File: src/design/swv_pkg.sv
// ----------------------------------------------------------------------------
// swv_pkg: shared definitions for the sliding window variance block
// Widths, storage sizes, action codes and the job record passed from the
// window front end to the variance back end.
// ----------------------------------------------------------------------------
package swv_pkg;

    localparam int MAX_WINDOW  = 64;
    localparam int POS_W       = $clog2(MAX_WINDOW);
    localparam int LEN_W       = 7;
    localparam int SAMPLE_W    = 24;
    localparam int SUM_W       = SAMPLE_W + POS_W;
    localparam int SQR_W       = 2 * SAMPLE_W;
    localparam int SQ_W        = SQR_W + POS_W + 1;
    localparam int PROD_W      = SQ_W + LEN_W;
    localparam int NUM_W       = PROD_W + (PROD_W % 2);
    localparam int VAR_W       = 47;
    localparam int DVS_W       = 2 * LEN_W;

    localparam logic [LEN_W-1:0] LEN_RESET = 7'd7;

    localparam int QUEUE_DEPTH = 2;
    localparam int QPTR_W      = $clog2(QUEUE_DEPTH);
    localparam int QCNT_W      = $clog2(QUEUE_DEPTH + 1);

    localparam int DIV_BITS    = 2;
    localparam int DIV_CYCLES  = NUM_W / DIV_BITS;
    localparam int DIV_CNT_W   = $clog2(DIV_CYCLES + 1);

    typedef enum logic {
        ACT_UPDATE   = 1'b0,
        ACT_ESTIMATE = 1'b1
    } t_action;

    // Window totals for one item, including its sample.
    typedef struct packed {
        logic signed [SUM_W-1:0] sum;
        logic [SQ_W-1:0]         sq;
        logic [LEN_W-1:0]        len;
    } t_job;

    typedef enum logic [1:0] {
        F_IDLE,
        F_SQUARE,
        F_PUSH
    } t_front_state;

    typedef enum logic [2:0] {
        B_IDLE,
        B_MUL,
        B_SUB,
        B_DIV,
        B_OUT
    } t_back_state;

endpackage

File: src/design/swv_queue.sv
// ----------------------------------------------------------------------------
// swv_queue: job queue between front end and back end
// A small first-in first-out store of window totals awaiting division.
// ----------------------------------------------------------------------------
module swv_queue import swv_pkg::*; (
    input  logic i_clk,
    input  logic i_rst_n,
    input  logic i_push,
    input  t_job i_job,
    output logic o_full,
    input  logic i_pop,
    output t_job o_job,
    output logic o_empty
);

    t_job              r_slot [QUEUE_DEPTH];
    logic [QPTR_W-1:0] r_wr_ptr;
    logic [QPTR_W-1:0] r_rd_ptr;
    logic [QCNT_W-1:0] r_count;

    logic              do_push;
    logic              do_pop;

    assign o_full  = (r_count == QCNT_W'(QUEUE_DEPTH));
    assign o_empty = (r_count == '0);
    assign do_push = i_push && !o_full;
    assign do_pop  = i_pop && !o_empty;
    assign o_job   = r_slot[r_rd_ptr];

    always_ff @(posedge i_clk) begin
        if (!i_rst_n) begin
            r_wr_ptr <= '0;
            r_rd_ptr <= '0;
            r_count  <= '0;
        end else begin
            if (do_push) begin
                r_wr_ptr <= (r_wr_ptr == QPTR_W'(QUEUE_DEPTH - 1)) ? '0 : r_wr_ptr + 1'b1;
            end
            if (do_pop) begin
                r_rd_ptr <= (r_rd_ptr == QPTR_W'(QUEUE_DEPTH - 1)) ? '0 : r_rd_ptr + 1'b1;
            end
            if (do_push && !do_pop) begin
                r_count <= r_count + QCNT_W'(1);
            end else if (do_pop && !do_push) begin
                r_count <= r_count - QCNT_W'(1);
            end
        end
    end

    always_ff @(posedge i_clk) begin
        if (do_push) begin
            r_slot[r_wr_ptr] <= i_job;
        end
    end

endmodule

File: config.mk
export PLATFORM = sky130hd
export DESIGN_NAME = swv_queue
export DESIGN_NICKNAME = d
export VERILOG_FILES = /design/src/design/swv_pkg.sv /design/src/design/swv_queue.sv
export SDC_FILE = /design/constraint.sdc
export NUM_CORES = 1
export LEC_CHECK = 0
export ABC_AREA = 1
export BUFFER_PORTS_ARGS = -buffer_cell sky130_fd_sc_hd__buf_2
export CAP_MARGIN = 20
export CORE_MARGIN = 2
export CORE_UTILIZATION = 50
export CTS_CLUSTER_SIZE = 8
export DETAILED_ROUTE_END_ITERATION = 7
export GPL_ROUTABILITY_DRIVEN = 0
export PLACE_DENSITY = 0.86
export SKIP_CTS_REPAIR_TIMING = 1
export SYNTH_ARGS = -nofsm -noshare
export SYNTH_HDL_FRONTEND = slang
export SYNTH_SLANG_ARGS = --single-unit
export TNS_END_PERCENT = 1
File: constraint.sdc
create_clock -name i_clk -period 8.3 [get_ports i_clk]
set_clock_uncertainty 0.15 [all_clocks]
set_input_delay 1.245 -clock i_clk [delete_from_list [all_inputs] [get_ports i_clk]]
set_output_delay 1.245 -clock i_clk [all_outputs]
set_load 0.05 [all_outputs]
==> results of run 1 <==
logic make-up (layout without fill, tap and decap cells):
family                   Yosys count  count (layout)
AND/OR/NAND/NOR                   19              19
adder cells (fa/ha/maj)            1               1
buffers and inverters             19             233
AO/OA/AOI/OAI                      4               4
multiplexers                      92              92
flip-flops                       189             189
cell type report:
type                    count  area, µm²
clock buffers              20        457
clock inverters            12        115
fillers                  1044       5480
inverters                   9       33.8
multi-input cells         116       1460
flip-flops and latches    189       5630
well taps                 184        230
repair buffers            192        968
cells in the mapped netlist:
library cell,count
o21ai_1,1
o21ai_0,2
nor2_1,11
ha_1,1
nand2_1,6
a21oi_1,1
dfxtp_1,5
nand3_1,1
nand4_1,1
buf_6,1
mux2_4,80
mux2_2,12
buf_2,1
inv_1,9
buf_12,8
edfxtp_1,184
worst max path at each step:
stage          depth (start not counted)   start      endpoint  slack [ps]
6_report                               3    flop     o_job[75]        4100
5_1_grt                                3    flop     o_job[76]        3940
4_1_cts                                3    flop     o_job[75]        4030
3_5_place_dp                           3    flop     o_job[75]        4490
3_3_place_gp                           3    flop     o_job[91]        4570
2_1_floorplan                          2  i_push  r_slot[0][0]        2430
critical path, cell delays in order, from the launching register on:
cell and delay [ps]:
dfxtp_4 1000, buf_4 700, mux2_2 420, buf_2 210
sequential cells by signal, indices dropped and copies added (netlist names), named ones only:
name and cells:
r_slot 184, r_count 2, r_wr_ptr 1, r_rd_ptr 1
per-stage QoR:
step / hold slack (ps) / instance area, µm²
2_1_floorplan: 317 / 7280
3_3_place_gp: 332 / 8320
3_5_place_dp: 353 / 8320
4_1_cts: 371 / 8890
5_1_grt: 403 / 8890
6_report: 370 / 8890
report_power, final:
group	total (mW)	leakage (nW)	internal, mW	switching [mW]
Clock	0.765	0.267	0.431	0.333
Sequential	1.28	1.76	1.21	0.0752
Combinational	1.01	1.47	0.319	0.695
routing by layer:
metal	share of wire (%)	routed length, µm	global-route usage [%]
met5	0.065	8	0
met4	2.2	267	7.14
met3	7.0	859	5.71
met2	53	6480	29.1
met1	38	4670	17.6
==> impl_metrics.env, run 1 <==
export IMPL_outcome="completed"
export IMPL_clock_sinks=189
export IMPL_power_per_cell_area_nw_per_um2=344
export IMPL_peakVddDrop_uv=233
export IMPL_period_share_pct=50.6
export IMPL_ctsHtreeMaxLevel=4
export IMPL_die_h_um=125
export IMPL_period_needed_ps=4200
export IMPL_nNetsFinal=622
export IMPL_netlist_instances=324
export IMPL_slew_limit_headroom_pct=33.2
export IMPL_ant_nets=0
export IMPL_dp_final_hpwl_mm=8.25
export IMPL_drc_errors=0
export IMPL_grt_pass1_wl_mm=19.3
export IMPL_clk_pin_slew_ps=60
export IMPL_fp_dieW_um=125
export IMPL_r2r_cells=3
export IMPL_insertion_delay_ps=430
export IMPL_synth_top_area_share_pct=75.9
export IMPL_numPlacedInstances=690
export IMPL_synth_cell_types=16
export IMPL_grt_pass1_vias=3864
export IMPL_finalSetupViolations=0
export IMPL_antenna_found_initial=2
export IMPL_cts_root_buffer="clkbuf_16"
export IMPL_max_freq_ghz=0.238
export IMPL_final_util_pct=61.9
export IMPL_min_path_type="reg2reg"
export IMPL_grt_usage_pct=16.4
export IMPL_hold_viol_final=0
export IMPL_path_max_fanout=53
export IMPL_drt_iter0_drc=192
export IMPL_syn_area_um2=7280
export IMPL_synth_top_family_by_area="multiplexers"
export IMPL_ys_ff_latch=189
export IMPL_hp_start="r_rd_ptr"
export IMPL_setup_tns_ps=0
export IMPL_slew_violations=0
export IMPL_most_common_layout_cells="buf_2, edfxtp_1, mux2_4, clkbuf_16, mux2_2"
export IMPL_cts_max_path_buffers=2
export IMPL_via_per_inst=4.93
export IMPL_max_cap_violations=0
export IMPL_synth_area_top_cells="edfxtp_1, mux2_4, buf_12, mux2_2, dfxtp_1"
export IMPL_synthAdderAreaFrac_pct=0.172
export IMPL_synth_seq_area_share_pct=77.3
export IMPL_io_buffers=189
export IMPL_core_area_um2=14400
export IMPL_syn_area_per_cell_um2=22.5
export IMPL_crit_path_end_kind="output pin"
export IMPL_grt_start_max_net_pins=71
export IMPL_dp_slack_ps=4490
export IMPL_drive_gt1_share_pct=59.1
export IMPL_r2r_end="r_slot[0][49]"
export IMPL_cts_tree="done"
export IMPL_rr_startpoint="r_count[0]"
export IMPL_wire_per_inst_um=17.0
export IMPL_final_common_cell="buf_2"
export IMPL_yosysWarnings=0
export IMPL_crit_type="reg2out"
export IMPL_cp_start_kind="flop"
export IMPL_syn2layout_area_growth_pct=22.2
export IMPL_whs_path_depth=2
export IMPL_synth_top_area_cell="edfxtp_1"
export IMPL_synth_compound_gate_area_share_pct=0.275
export IMPL_worst_pin_slew_ps=1000
export IMPL_numCtsBuffers=17
export IMPL_synth_nets=421
export IMPL_rrSetupSlack_ps=5640
export IMPL_synthSimpleGateAreaFrac_pct=1.03
export IMPL_ios=190
export IMPL_wl_mm=12.3
export IMPL_rsz0062_at_grt="false"
export IMPL_antenna_cells=0
export IMPL_p_leak_nw=3.50
export IMPL_route_vias_total=3556
export IMPL_synth_xor_area_share_pct=0
export IMPL_initial_core_util_pct=50.7
export IMPL_die_area_um2=15500
export IMPL_gr_total_overflow=0
export IMPL_finalPower_mw=3.06
export IMPL_rows=44
export IMPL_cp_required_ps=6900
export IMPL_final_cells=722
export IMPL_dr_pass1_iters=4
export IMPL_muxShareOfSynthArea_pct=18.4
export IMPL_final_setup_worst_slack_ps=4100
export IMPL_arrival_ps=2800
Note: power is estimated with default switching activity, not from simulation.
==> run 2, diff against run 1 <==
--- a/config.mk
+++ b/config.mk
@@ -9,11 +9,11 @@
 export BUFFER_PORTS_ARGS = -buffer_cell sky130_fd_sc_hd__buf_2
 export CAP_MARGIN = 20
 export CORE_MARGIN = 2
-export CORE_UTILIZATION = 50
+export CORE_UTILIZATION = 47
 export CTS_CLUSTER_SIZE = 8
 export DETAILED_ROUTE_END_ITERATION = 7
 export GPL_ROUTABILITY_DRIVEN = 0
-export PLACE_DENSITY = 0.86
+export PLACE_DENSITY = 0.85
 export SKIP_CTS_REPAIR_TIMING = 1
 export SYNTH_ARGS = -nofsm -noshare
 export SYNTH_HDL_FRONTEND = slang
==> constraint.sdc (replaced) <==
create_clock -name i_clk -period 3.75 [get_ports i_clk]
set_clock_uncertainty 0.15 [all_clocks]
set_input_delay 0.5625 -clock i_clk [delete_from_list [all_inputs] [get_ports i_clk]]
set_output_delay 0.5625 -clock i_clk [all_outputs]
set_load 0.05 [all_outputs]
==> impl_metrics.env, run 2 (same netlist as run 1, synthesis figures left out) <==
export IMPL_insertion_delay_ps=410
export IMPL_r2r_cells=9
export IMPL_finalSetupViolations=0
export IMPL_r2r_end="r_count[1]"
export IMPL_rsz0062_at_grt="false"
export IMPL_io_buffers=189
export IMPL_via_per_inst=4.88
export IMPL_largest_reg_flops=184
export IMPL_rows=45
export IMPL_arrival_ps=2000
export IMPL_holdWs_ps=189
export IMPL_most_common_layout_cells="buf_2, edfxtp_1, mux2_4, clkbuf_16, mux2_2"
export IMPL_grt_usage_pct=14.8
export IMPL_rr_startpoint="r_count[1]"
export IMPL_period_share_pct=72.3
export IMPL_cts_root_buffer="clkbuf_16"
export IMPL_cp_start_kind="flop"
export IMPL_setup_tns_ps=0
export IMPL_gr_total_overflow=0
export IMPL_clk_pin_slew_ps=60
export IMPL_fp_dieW_um=128
export IMPL_syn2layout_area_growth_pct=23.4
export IMPL_die_area_um2=16500
export IMPL_nNetsFinal=624
export IMPL_max_freq_ghz=0.369
export IMPL_ios=190
export IMPL_period_needed_ps=2710
export IMPL_numCtsBuffers=17
export IMPL_holdPathEnd="r_slot[0][85]"
export IMPL_crit_type="reg2out"
export IMPL_core_area_um2=15100
export IMPL_hold_viol_final=0
export IMPL_p_leak_nw=3.55
export IMPL_drc_errors=0
export IMPL_fin_area_um2=8980
export IMPL_whs_path_depth=1
export IMPL_cp_required_ps=3040
export IMPL_cts_max_path_buffers=2
export IMPL_max_cap_violations=0
export IMPL_path_max_fanout=92
export IMPL_grt_start_max_net_pins=93
export IMPL_wl_mm=12.0
export IMPL_placed_cell_area_um2=8350
export IMPL_wire_per_inst_um=16.5
export IMPL_dp_final_hpwl_mm=8.08
export IMPL_final_common_cell="buf_2"
export IMPL_ant_nets=0
export IMPL_slew_limit_headroom_pct=49.0
export IMPL_ctsHtreeMaxLevel=4
export IMPL_min_path_type="in2reg"
export IMPL_antenna_cells=0
export IMPL_largest_register="r_slot"
export IMPL_die_h_um=128
export IMPL_drive_gt1_share_pct=58.7
export IMPL_top_regs="r_slot (184), r_count (2)"
export IMPL_power_per_cell_area_nw_per_um2=774
export IMPL_cts_tree="done"
export IMPL_clock_sinks=189
export IMPL_hp_start="i_job[85]"
export IMPL_crit_path_end_kind="output pin"
export IMPL_outcome="completed"
export IMPL_slew_violations=0
export IMPL_drt_iter0_drc=198
export IMPL_antenna_found_initial=0
export IMPL_route_vias_total=3555
export IMPL_worst_pin_slew_ps=766
export IMPL_dr_pass1_iters=4
export IMPL_grt_pass1_vias=3797
export IMPL_grt_pass1_wl_mm=18.5
export IMPL_peakVddDrop_uv=459
export IMPL_initial_core_util_pct=48.1
export IMPL_rrSetupSlack_ps=1810
==> run 2: cell count changes in the layout (fill, tap and decap cells not counted) <==
cell and delta:
buf_4 +1, clkinv_2 -1, clkbuf_1 +3, bufinv_16 +3, clkinvlp_4 -4, buf_12 +1, inv_8 -1
==> run 2: worst max-delay path, cell delays in order (launching register included) <==
cell,delay (ps)
dfxtp_4,350
buf_12,420
mux2_2,410
buf_2,210
==> run 2: how the worst max path moves through the flow <==
stage	from	endpoint	slack (ps)
2_1_floorplan	i_push	r_slot[0][0]	-1440
3_3_place_gp	flop	o_job[70]	1550
3_5_place_dp	flop	o_job[75]	1530
4_1_cts	flop	o_job[69]	1080
5_1_grt	flop	o_job[91]	1010
6_report	flop	o_job[69]	1040
==> run 2: layout make-up <==
type / instances / area [µm²]
inverter: 9 / 33.8
clock inverter: 9 / 159
multi-input combinational: 116 / 1460
tap: 188 / 235
fill: 1100 / 6170
timing repair buffer: 194 / 996
clock buffer: 23 / 468
sequential: 189 / 5630
==> run 2: per-stage QoR <==
step | util, % | instances | setup WS (ps) | power, mW
after CTS | 59.3 | 728 | 1080 | 7.02
after floorplan | - | 324 | -1440 | 4.81
after global routing | 59.3 | 728 | 1010 | 7.23
final | 59.3 | 728 | 1040 | 6.95
after detailed placement | 55.2 | 696 | 1530 | 5.15
after global placement | 55.2 | 696 | 1550 | 5.09
==> run 2: layer usage <==
layer  wire [µm]  part of all wire [%]  track usage [%]
met1        4740                    39             15.9
met5           0                     0                0
met4         116                  0.97             4.20
met3         895                   7.4             6.57
met2        6270                    52             26.4
==> run 2: power breakdown <==
part,internal (mW),leakage (nW),total (mW),switching (mW)
logic,0.718,1.49,2.33,1.62
clock network,1.16,0.302,1.86,0.707
registers,2.67,1.76,2.75,0.0807
